--- config.mk ---
export PLATFORM = sky130hd
export DESIGN_NAME = matrix_inverse_4x4_unit
export DESIGN_NICKNAME = d
export VERILOG_FILES = /design/src/rtl/mi4_pkg.sv /design/src/rtl/matrix_inverse_4x4_unit.sv
export SDC_FILE = /design/constraint.sdc
export NUM_CORES = 2
export LEC_CHECK = 0
export ABC_CLOCK_PERIOD_IN_PS = 13400
export BUFFER_PORTS_ARGS = -buffer_cell sky130_fd_sc_hd__buf_2
export CAP_MARGIN = 40
export CORE_ASPECT_RATIO = 1.25
export CORE_MARGIN = 5
export CORE_UTILIZATION = 61
export CTS_CLUSTER_SIZE = 30
export DETAILED_ROUTE_END_ITERATION = 7
export PLACE_DENSITY = 0.82
export SLEW_MARGIN = 15
export SYNTH_ARGS = -nofsm -noshare
export SYNTH_HDL_FRONTEND = slang
export SYNTH_SLANG_ARGS = --single-unit
--- constraint.sdc ---
create_clock -name clk -period 13.4 [get_ports clk]
set_input_delay 2.68 -clock clk [delete_from_list [all_inputs] [get_ports clk]]
set_output_delay 2.68 -clock clk [all_outputs]
set_load 0.02 [all_outputs]
--- src/rtl/mi4_pkg.sv ---
// mi4_pkg: shared constants and index helpers for the 4x4 matrix inverse unit
`timescale 1ns / 1ps
`default_nettype none

package mi4_pkg;

    // index of the last of the six terms in a 3x3 determinant expansion
    localparam logic [2:0] TERM_LAST = 3'd5;

    // column permutation of one 3x3 expansion term, packed as {c0, c1, c2}
    function automatic logic [5:0] perm_cols(input logic [2:0] term);
        logic [5:0] p;
        case (term)
            3'd0:    p = {2'd0, 2'd1, 2'd2};
            3'd1:    p = {2'd0, 2'd2, 2'd1};
            3'd2:    p = {2'd1, 2'd0, 2'd2};
            3'd3:    p = {2'd1, 2'd2, 2'd0};
            3'd4:    p = {2'd2, 2'd0, 2'd1};
            3'd5:    p = {2'd2, 2'd1, 2'd0};
            default: p = {2'd0, 2'd1, 2'd2};
        endcase
        return p;
    endfunction

    // odd permutations carry a minus sign
    function automatic logic perm_neg(input logic [2:0] term);
        return (term == 3'd1) || (term == 3'd2) || (term == 3'd5);
    endfunction

    // map a submatrix row or column to the full matrix, skipping the excluded one
    function automatic logic [1:0] skip_index(input logic [1:0] sub, input logic [1:0] excl);
        return (sub >= excl) ? sub + 2'd1 : sub;
    endfunction

endpackage

`default_nettype wire

--- src/rtl/matrix_inverse_4x4_unit.sv ---
// matrix_inverse_4x4_unit: exact fixed-point 4x4 matrix inverse by the adjugate method
`timescale 1ns / 1ps
`default_nettype none

// usage
//   input channel (in_valid / in_ready): each transfer writes elem_value into the
//   16-entry matrix store at row-major elem_index. a store-only transfer leaves
//   the block ready for the next transfer. a transfer with compute_now set
//   stores its element and then inverts the stored matrix; in_ready stays low
//   until the sixteenth result has been moved into the output register
//   output channel (out_valid / out_ready): sixteen results, out_index 0 to 15 in
//   order, last_of_run on the final one. singular flags a zero determinant (all
//   values zero); saturated flags a quotient clamped to the signed range
//   datapath: one shared wide adder does the multiply and divide arithmetic. each
//   product is bit-serial, one adder step per multiplier bit. the sequencer
//   builds the sixteen 3x3 minors from six terms each, then the determinant from
//   four products along the first row, then one restoring division per result
//   a stalled receiver holds the result register and the sequencer waits on it
//   reset clears the sequencer and the output valid; the matrix store is not
//   cleared and entries must be written before a compute
module matrix_inverse_4x4_unit #(
    parameter int DATA_WIDTH = 32,
    parameter int FRAC_BITS  = 16
) (
    input  wire logic                  clk,
    input  wire logic                  rst_n,
    input  wire logic                  in_valid,
    output logic                       in_ready,
    input  wire logic [3:0]            elem_index,
    input  wire logic [DATA_WIDTH-1:0] elem_value,
    input  wire logic                  compute_now,
    output logic                       out_valid,
    input  wire logic                  out_ready,
    output logic [3:0]                 out_index,
    output logic [DATA_WIDTH-1:0]      out_value,
    output logic                       singular,
    output logic                       saturated,
    output logic                       last_of_run
);

    localparam int W     = DATA_WIDTH;
    localparam int CW    = 3 * W + 2;          // cofactor width
    localparam int DW    = 4 * W + 2;          // determinant width
    localparam int AW    = DW + 2;             // shared adder width
    localparam int NW    = CW + 2 * FRAC_BITS; // scaled numerator width
    localparam int CNT_W = $clog2(NW);

    // sequencer states
    localparam logic [3:0] S_IDLE   = 4'd0;
    localparam logic [3:0] S_LA1    = 4'd1;  // load first multiplicand
    localparam logic [3:0] S_LA2    = 4'd2;  // load first multiplier
    localparam logic [3:0] S_MA     = 4'd3;  // pair product
    localparam logic [3:0] S_LB     = 4'd4;  // load third factor
    localparam logic [3:0] S_MB     = 4'd5;  // triple product into minor
    localparam logic [3:0] S_CSTORE = 4'd6;  // store cofactor
    localparam logic [3:0] S_DLOAD  = 4'd7;  // load determinant term
    localparam logic [3:0] S_DMUL   = 4'd8;  // determinant product
    localparam logic [3:0] S_DCHK   = 4'd9;  // determinant sign and magnitude
    localparam logic [3:0] S_VLOAD  = 4'd10; // load numerator
    localparam logic [3:0] S_VDIV   = 4'd11; // restoring division
    localparam logic [3:0] S_VEMIT  = 4'd12; // hand result to output register

    logic [3:0]       state_reg, state_next;
    logic [3:0]       k_reg, k_next;
    logic [2:0]       term_reg, term_next;
    logic [CNT_W-1:0] cnt_reg, cnt_next;
    logic [DW-1:0]    mcand_reg, mcand_next;
    logic [W-1:0]     mplier_reg, mplier_next;
    logic [2*W-1:0]   prod_reg, prod_next;
    logic [DW-1:0]    acc_reg, acc_next;
    logic [DW-1:0]    dmag_reg, dmag_next;
    logic             dneg_reg, dneg_next;
    logic             dzero_reg, dzero_next;
    logic [NW-1:0]    nsh_reg, nsh_next;
    logic             nneg_reg, nneg_next;
    logic [DW-1:0]    rem_reg, rem_next;
    logic [W-1:0]     quo_reg, quo_next;
    logic             big_reg, big_next;

    logic             out_valid_reg;
    logic [3:0]       out_index_reg;
    logic [W-1:0]     out_value_reg;
    logic             singular_reg, saturated_reg, last_reg;

    logic [W-1:0]     store_mem [16];
    logic [CW-1:0]    cof_mem [16];

    // element and cofactor read ports
    logic [5:0]       pcols;
    logic [1:0]       sub_row, sub_col;
    logic [3:0]       rd_addr;
    logic [W-1:0]     elem;
    logic [3:0]       cof_addr;
    logic [CW-1:0]    cof;

    // shared adder
    logic [AW-1:0]    opx, opy, sum;
    logic             inv;
    logic             last_bit, term_neg, ge;

    logic             in_xfer, out_xfer, emit_go;
    logic             qneg, over;
    logic [W-1:0]     lim, mag, val;
    logic [CW-1:0]    cof_abs;
    logic [DW-1:0]    det_abs;
    logic             cof_we;

    assign in_xfer  = in_valid && in_ready;
    assign out_xfer = out_valid_reg && out_ready;
    assign in_ready = (state_reg == S_IDLE);
    assign emit_go  = (state_reg == S_VEMIT) && (!out_valid_reg || out_ready);

    assign pcols    = mi4_pkg::perm_cols(term_reg);
    assign last_bit = (cnt_reg == CNT_W'(W - 1));
    assign term_neg = mi4_pkg::perm_neg(term_reg) ^ k_reg[2] ^ k_reg[0];

    // which submatrix element the current step needs
    always_comb
    begin
        sub_row = 2'd0;
        sub_col = pcols[5:4];
        case (state_reg)
            S_LA1:
            begin
                sub_row = 2'd1;
                sub_col = pcols[3:2];
            end
            S_LA2:
            begin
                sub_row = 2'd2;
                sub_col = pcols[1:0];
            end
            default:
            begin
                sub_row = 2'd0;
                sub_col = pcols[5:4];
            end
        endcase
        if (state_reg == S_DLOAD)
            rd_addr = {2'd0, k_reg[1:0]};
        else
            rd_addr = {mi4_pkg::skip_index(sub_row, k_reg[3:2]),
                       mi4_pkg::skip_index(sub_col, k_reg[1:0])};
    end

    assign elem     = store_mem[rd_addr];
    // transposed cofactor for the division, straight for the determinant
    assign cof_addr = (state_reg == S_VLOAD) ? {k_reg[1:0], k_reg[3:2]} : k_reg;
    assign cof      = cof_mem[cof_addr];
    assign cof_abs  = cof[CW-1] ? CW'(-cof) : cof;
    assign det_abs  = acc_reg[DW-1] ? DW'(-acc_reg) : acc_reg;

    // operand selection for the shared adder
    always_comb
    begin
        case (state_reg)
            S_MA:
            begin
                opx = {{(AW-2*W){prod_reg[2*W-1]}}, prod_reg};
                opy = {{(AW-DW){mcand_reg[DW-1]}}, mcand_reg};
                inv = last_bit;
            end
            S_MB:
            begin
                opx = {{(AW-DW){acc_reg[DW-1]}}, acc_reg};
                opy = {{(AW-DW){mcand_reg[DW-1]}}, mcand_reg};
                inv = last_bit ^ term_neg;
            end
            S_DMUL:
            begin
                opx = {{(AW-DW){acc_reg[DW-1]}}, acc_reg};
                opy = {{(AW-DW){mcand_reg[DW-1]}}, mcand_reg};
                inv = last_bit;
            end
            S_VDIV:
            begin
                opx = {1'b0, rem_reg, nsh_reg[NW-1]};
                opy = {2'b00, dmag_reg};
                inv = 1'b1;
            end
            default:
            begin
                opx = '0;
                opy = '0;
                inv = 1'b0;
            end
        endcase
        sum = opx + (opy ^ {AW{inv}}) + AW'(inv);
    end

    assign ge = !sum[AW-1];

    // result formatting: sign, clamp to range
    always_comb
    begin
        qneg = nneg_reg ^ dneg_reg;
        lim  = qneg ? {1'b1, {(W-1){1'b0}}} : {1'b0, {(W-1){1'b1}}};
        over = big_reg || (qneg ? (quo_reg[W-1] && (|quo_reg[W-2:0])) : quo_reg[W-1]);
        mag  = over ? lim : quo_reg;
        val  = qneg ? W'(-mag) : mag;
    end

    // sequencer
    always_comb
    begin
        state_next  = state_reg;
        k_next      = k_reg;
        term_next   = term_reg;
        cnt_next    = cnt_reg;
        mcand_next  = mcand_reg;
        mplier_next = mplier_reg;
        prod_next   = prod_reg;
        acc_next    = acc_reg;
        dmag_next   = dmag_reg;
        dneg_next   = dneg_reg;
        dzero_next  = dzero_reg;
        nsh_next    = nsh_reg;
        nneg_next   = nneg_reg;
        rem_next    = rem_reg;
        quo_next    = quo_reg;
        big_next    = big_reg;
        cof_we      = 1'b0;
        case (state_reg)
            S_IDLE:
            begin
                if (in_xfer && compute_now)
                begin
                    k_next     = 4'd0;
                    term_next  = 3'd0;
                    acc_next   = '0;
                    state_next = S_LA1;
                end
            end
            S_LA1:
            begin
                mcand_next = {{(DW-W){elem[W-1]}}, elem};
                state_next = S_LA2;
            end
            S_LA2:
            begin
                mplier_next = elem;
                prod_next   = '0;
                cnt_next    = '0;
                state_next  = S_MA;
            end
            S_MA:
            begin
                if (mplier_reg[0])
                    prod_next = sum[2*W-1:0];
                mcand_next  = {mcand_reg[DW-2:0], 1'b0};
                mplier_next = {1'b0, mplier_reg[W-1:1]};
                cnt_next    = cnt_reg + 1'b1;
                if (last_bit)
                    state_next = S_LB;
            end
            S_LB:
            begin
                mcand_next  = {{(DW-2*W){prod_reg[2*W-1]}}, prod_reg};
                mplier_next = elem;
                cnt_next    = '0;
                state_next  = S_MB;
            end
            S_MB:
            begin
                if (mplier_reg[0])
                    acc_next = sum[DW-1:0];
                mcand_next  = {mcand_reg[DW-2:0], 1'b0};
                mplier_next = {1'b0, mplier_reg[W-1:1]};
                cnt_next    = cnt_reg + 1'b1;
                if (last_bit)
                begin
                    if (term_reg == mi4_pkg::TERM_LAST)
                        state_next = S_CSTORE;
                    else
                    begin
                        term_next  = term_reg + 3'd1;
                        state_next = S_LA1;
                    end
                end
            end
            S_CSTORE:
            begin
                cof_we    = 1'b1;
                acc_next  = '0;
                term_next = 3'd0;
                k_next    = k_reg + 4'd1;
                if (k_reg == 4'd15)
                    state_next = S_DLOAD;
                else
                    state_next = S_LA1;
            end
            S_DLOAD:
            begin
                mplier_next = elem;
                mcand_next  = {{(DW-CW){cof[CW-1]}}, cof};
                cnt_next    = '0;
                state_next  = S_DMUL;
            end
            S_DMUL:
            begin
                if (mplier_reg[0])
                    acc_next = sum[DW-1:0];
                mcand_next  = {mcand_reg[DW-2:0], 1'b0};
                mplier_next = {1'b0, mplier_reg[W-1:1]};
                cnt_next    = cnt_reg + 1'b1;
                if (last_bit)
                begin
                    if (k_reg == 4'd3)
                    begin
                        k_next     = 4'd0;
                        state_next = S_DCHK;
                    end
                    else
                    begin
                        k_next     = k_reg + 4'd1;
                        state_next = S_DLOAD;
                    end
                end
            end
            S_DCHK:
            begin
                dneg_next  = acc_reg[DW-1];
                dmag_next  = det_abs;
                dzero_next = (acc_reg == '0);
                state_next = S_VLOAD;
            end
            S_VLOAD:
            begin
                quo_next = '0;
                big_next = 1'b0;
                rem_next = '0;
                cnt_next = '0;
                if (dzero_reg)
                begin
                    nneg_next  = 1'b0;
                    state_next = S_VEMIT;
                end
                else
                begin
                    nneg_next  = cof[CW-1];
                    nsh_next   = {cof_abs, {(2*FRAC_BITS){1'b0}}};
                    state_next = S_VDIV;
                end
            end
            S_VDIV:
            begin
                if (ge)
                    rem_next = sum[DW-1:0];
                else
                    rem_next = {rem_reg[DW-2:0], nsh_reg[NW-1]};
                nsh_next = {nsh_reg[NW-2:0], 1'b0};
                quo_next = {quo_reg[W-2:0], ge};
                big_next = big_reg || quo_reg[W-1];
                cnt_next = cnt_reg + 1'b1;
                if (cnt_reg == CNT_W'(NW - 1))
                    state_next = S_VEMIT;
            end
            S_VEMIT:
            begin
                if (emit_go)
                begin
                    k_next = k_reg + 4'd1;
                    if (k_reg == 4'd15)
                        state_next = S_IDLE;
                    else
                        state_next = S_VLOAD;
                end
            end
            default:
            begin
                state_next = S_IDLE;
            end
        endcase
    end

    // control state
    always_ff @(posedge clk or negedge rst_n)
    begin
        if (!rst_n)
        begin
            state_reg     <= S_IDLE;
            k_reg         <= 4'd0;
            term_reg      <= 3'd0;
            cnt_reg       <= '0;
            out_valid_reg <= 1'b0;
        end
        else
        begin
            state_reg <= state_next;
            k_reg     <= k_next;
            term_reg  <= term_next;
            cnt_reg   <= cnt_next;
            if (emit_go)
                out_valid_reg <= 1'b1;
            else if (out_xfer)
                out_valid_reg <= 1'b0;
        end
    end

    // datapath
    always_ff @(posedge clk)
    begin
        mcand_reg  <= mcand_next;
        mplier_reg <= mplier_next;
        prod_reg   <= prod_next;
        acc_reg    <= acc_next;
        dmag_reg   <= dmag_next;
        dneg_reg   <= dneg_next;
        dzero_reg  <= dzero_next;
        nsh_reg    <= nsh_next;
        nneg_reg   <= nneg_next;
        rem_reg    <= rem_next;
        quo_reg    <= quo_next;
        big_reg    <= big_next;
        if (emit_go)
        begin
            out_index_reg <= k_reg;
            out_value_reg <= dzero_reg ? '0 : val;
            singular_reg  <= dzero_reg;
            saturated_reg <= !dzero_reg && over;
            last_reg      <= (k_reg == 4'd15);
        end
    end

    // matrix and cofactor stores
    always_ff @(posedge clk)
    begin
        if (in_xfer)
            store_mem[elem_index] <= elem_value;
        if (cof_we)
            cof_mem[k_reg] <= acc_reg[CW-1:0];
    end

    assign out_valid   = out_valid_reg;
    assign out_index   = out_index_reg;
    assign out_value   = out_value_reg;
    assign singular    = singular_reg;
    assign saturated   = saturated_reg;
    assign last_of_run = last_reg;

    // a compute transfer always takes the block busy
    a_busy_after_compute: assert property (@(posedge clk) disable iff (!rst_n)
        (in_valid && in_ready && compute_now) |=> !in_ready)
        else $error("ready after compute transfer");

    // last flag marks exactly the final index
    a_last_index: assert property (@(posedge clk) disable iff (!rst_n)
        out_valid |-> (last_of_run == (out_index == 4'd15)))
        else $error("last_of_run mismatch");

    // singular results are zero and never clamped
    a_singular_zero: assert property (@(posedge clk) disable iff (!rst_n)
        (out_valid && singular) |-> (!saturated && (out_value == '0)))
        else $error("singular result not zero");

    // no result is produced while the block is ready for input
    a_no_emit_idle: assert property (@(posedge clk) disable iff (!rst_n)
        in_ready |-> (state_reg != S_VEMIT) && (state_reg != S_VDIV))
        else $error("division active while idle");

endmodule

`default_nettype wire
==> impl_metrics.ini <==
[power_and_ir_drop]
leakagePower_nw = 51.99
seqPwrFrac = 0.553
switching_power_mw = 3.481
swShare = 0.1963
irDropWorstVdd_mv = 0.1432
powerDensity_nw_per_um2 = 117.6
p_int_mw = 14.25
power_frac_comb = 0.002
clockPowerShare = 0.446

[finish]
largest_register_ffs = 1568
fill_cells = 15380
nNetsFinal = 11500
fin_cells = 14480
area_growth_pct = 9.312
regMostFlops = cof_mem
largest_registers = cof_mem: 1568 flops, store_mem: 512 flops
drive_gt1_frac = 0.09637
utilization = 0.6688

[placed_design]
dp_hpwl_mm = 264.3
place_congestion = 0.9810
post-place-cells = 13960
port_buffers = 81

[floorplanning]
initial_core_util = 0.6118
fp.coreArea_um2 = 225400
die_h_um = 541.6
num_io_pins = 82
rows = 195
die-width_um = 435.3
fp.dieArea_um2 = 235800

[clocking]
cts_tree = yes
numCtsBuffers = 281
cts-root-buf = clkbuf_16
cts-resized-gates = 0
clk_pin_slew_ns = 0.06
clockBufferDepth = 4
h-tree-depth = 5
cts_setup_buffers = 0
clock-sinks = 2889
clk_latency_ns = 0.89
cts_hold_buf = 0

[critical_path]
crit_fanout = 56
worst_setup_path_start_kind = register
r2r-start = state_reg[0]
worstSetupPathType = register to register
startpoint = state_reg[0]
worstPathArrival_ns = 9.04
cp.required_ns = 14.12
r2r_cells = 17
cp-end-kind = register

[status]
failed_checks = DRC
status = complete, but fails checks

[grt]
antenna_found_initial = 17
grt.total_usage = 0.3593
grt_overflow = 0
grt_pass1_wl_mm = 643.4
grt_start_max_net_pins = 201
first_global_vias = 102900

[job]
maxCapViolations = 0

[yosys]
seq_area_frac_synth = 0.6283
ys_seq_elements = 2889
synth_cell_types = 107
synth_area_um2 = 137900
syn-num-nets = 11730
yosysWarnings = 0
postSynthCellCount = 11540
synth_ff_type = edfxtp_1
synth_area_per_cell_um2 = 11.95
synth_edf_count = 2869
async_flop_share = 0.006923

[timing]
fin_crit_ns = 8.312
drv_slew = 0
relSlewSlack = 0.2140
finalHoldViolations = 0
worstMarginPinSlew_ns = 1.179
fin_crit_sh = 0.6203
finalSetupViolCount = 0
fmax_mhz = 120.3
tns_ns = 0
rsz0062_at_grt = false
fin_skew_ns = 0.05167

[route]
drc_errors = 31
dr.first_iter.drc_count = 16900
finalWirelength_mm = 438.1
vias = 103700
dr.pass1.iters = 8
wl_per_cell_um = 30.25
vias_per_cell = 7.162
ant_nets = 0

[min_path]
hp-class = register to register
hold_path_depth = 2
holdCritStartpoint = nsh_reg[51]
[power groups by stage]
stage	clock, mW	sequential, mW	combinational, mW
5_1_grt	8.29	9.80	0.0320
3_3_place_gp	0	10.0	0.0257
6_report	7.90	9.80	0.0288
2_1_floorplan	0	10.0	0.000677
4_1_cts	7.89	9.80	0.0282
3_5_place_dp	0	10.0	0.0280
[final timing paths]
path                                end  slack, ns
min in group asynchronous     out_valid       1.78
hold reg to reg             nsh_reg[52]       0.53
setup / recovery           nsh_reg[115]       5.09
setup reg to reg           nsh_reg[115]       5.09
max in group asynchronous      k_reg[0]      11.17
hold / removal              nsh_reg[52]       0.53
[stage by stage]
stage          hold WS, ns  setup WS, ns  power (mW)  area [um^2]
2_1_floorplan       0.4483         3.823       9.999       137900
3_3_place_gp        0.4981         4.671       10.02       140600
3_5_place_dp        0.5193         4.593       10.02       141500
4_1_cts             0.5266         4.595       17.72       150500
5_1_grt             0.5569         4.712       18.12       150800
6_report            0.5260         5.088       17.73       150800
[layer usage]
metal / track usage / share of wire / up-vias
met3: 0.08429 / 0.13 / 1886
li1: - / - / 43300
met2: 0.5823 / 0.47 / 8641
met4: 0.2108 / 0.068 / 10
met1: 0.4448 / 0.33 / 49870
met5: 0 / 0.00014 / -
[placed cells by master (no fill, tap or decap), types with 43 or more instances in the layout]
cell,count
nor3_1,119
mux2_2,51
nand2_1,1679
buf_4,199
o221ai_1,69
and2_1,91
nand3_1,340
a211oi_1,71
a311oi_1,100
a21o_1,81
xor2_1,235
ha_1,149
edfxtp_1,2869
a222oi_1,100
a31oi_1,146
clkinv_1,61
buf_2,95
nand4_1,86
nand2b_1,46
a221o_1,92
a21oi_1,719
o21ai_0,624
clkbuf_1,59
and3_1,75
clkbuf_16,288
o221a_2,79
o211ai_1,109
mux4_2,98
xnor2_1,237
o31ai_1,82
o22ai_1,89
nor2_1,861
inv_1,195
mux2i_1,123
or3_1,82
a22oi_1,166
nor2b_1,58
o21a_1,79
a2bb2oi_1,111
o21bai_1,43
[layout make-up]
type                       count  area (um^2)  share of cell area
antenna                        8        20.02           0.0001328
clock buffer                 350         7470             0.04954
clock inverter               145         1450            0.009618
inverter                     200        770.7            0.005112
multi-input combinational   7577        47350              0.3140
sequential                  2889        86670              0.5748
tap                         2955         3697             0.02452
timing repair buffer         357         3349             0.02222
[critical path: stages (launching register included)]
cell and delay [ns]:
dfrtp_1 0.75, nand4bb_4 0.63, buf_4 0.74, buf_4 0.60
nor2_1 0.23, a21oi_4 0.27, buf_4 0.44, buf_4 0.75
o311ai_0 0.37, a221oi_1 0.82, and4b_1 0.35, nand2_1 0.19
and4bb_2 0.51, and3_1 0.47, buf_8 0.25, nand2_1 0.10
or4_1 0.48, nand3_1 0.11
[cells in the mapped netlist (109+ instances only)]
cell type  instances  share of area
a31oi_1          146         0.0066
a21oi_1          721          0.026
nor3_1           125         0.0045
ha_1             149          0.014
a2bb2oi_1        111         0.0070
xor2_1           236          0.015
buf_2            216         0.0078
clkbuf_1         539          0.015
nand3_1          340          0.012
inv_1            195         0.0053
xnor2_1          237          0.015
nand2_1         1686          0.046
o21ai_0          627          0.023
nor2_1           886          0.024
edfxtp_1        2869           0.62
a22oi_1          166         0.0090
mux2i_1          128         0.0093
o211ai_1         109         0.0059
[cells by family after synthesis]
family          Yosys count  synth area share
fa+ha+maj               150           0.01366
mux                     278           0.02962
compound gates         3031            0.1492
xor+xnor                473           0.03004
buf+inv                1073           0.03260
flops                  2889            0.6283
simple gates           3645            0.1166
(Power assumes the default switching activity.)
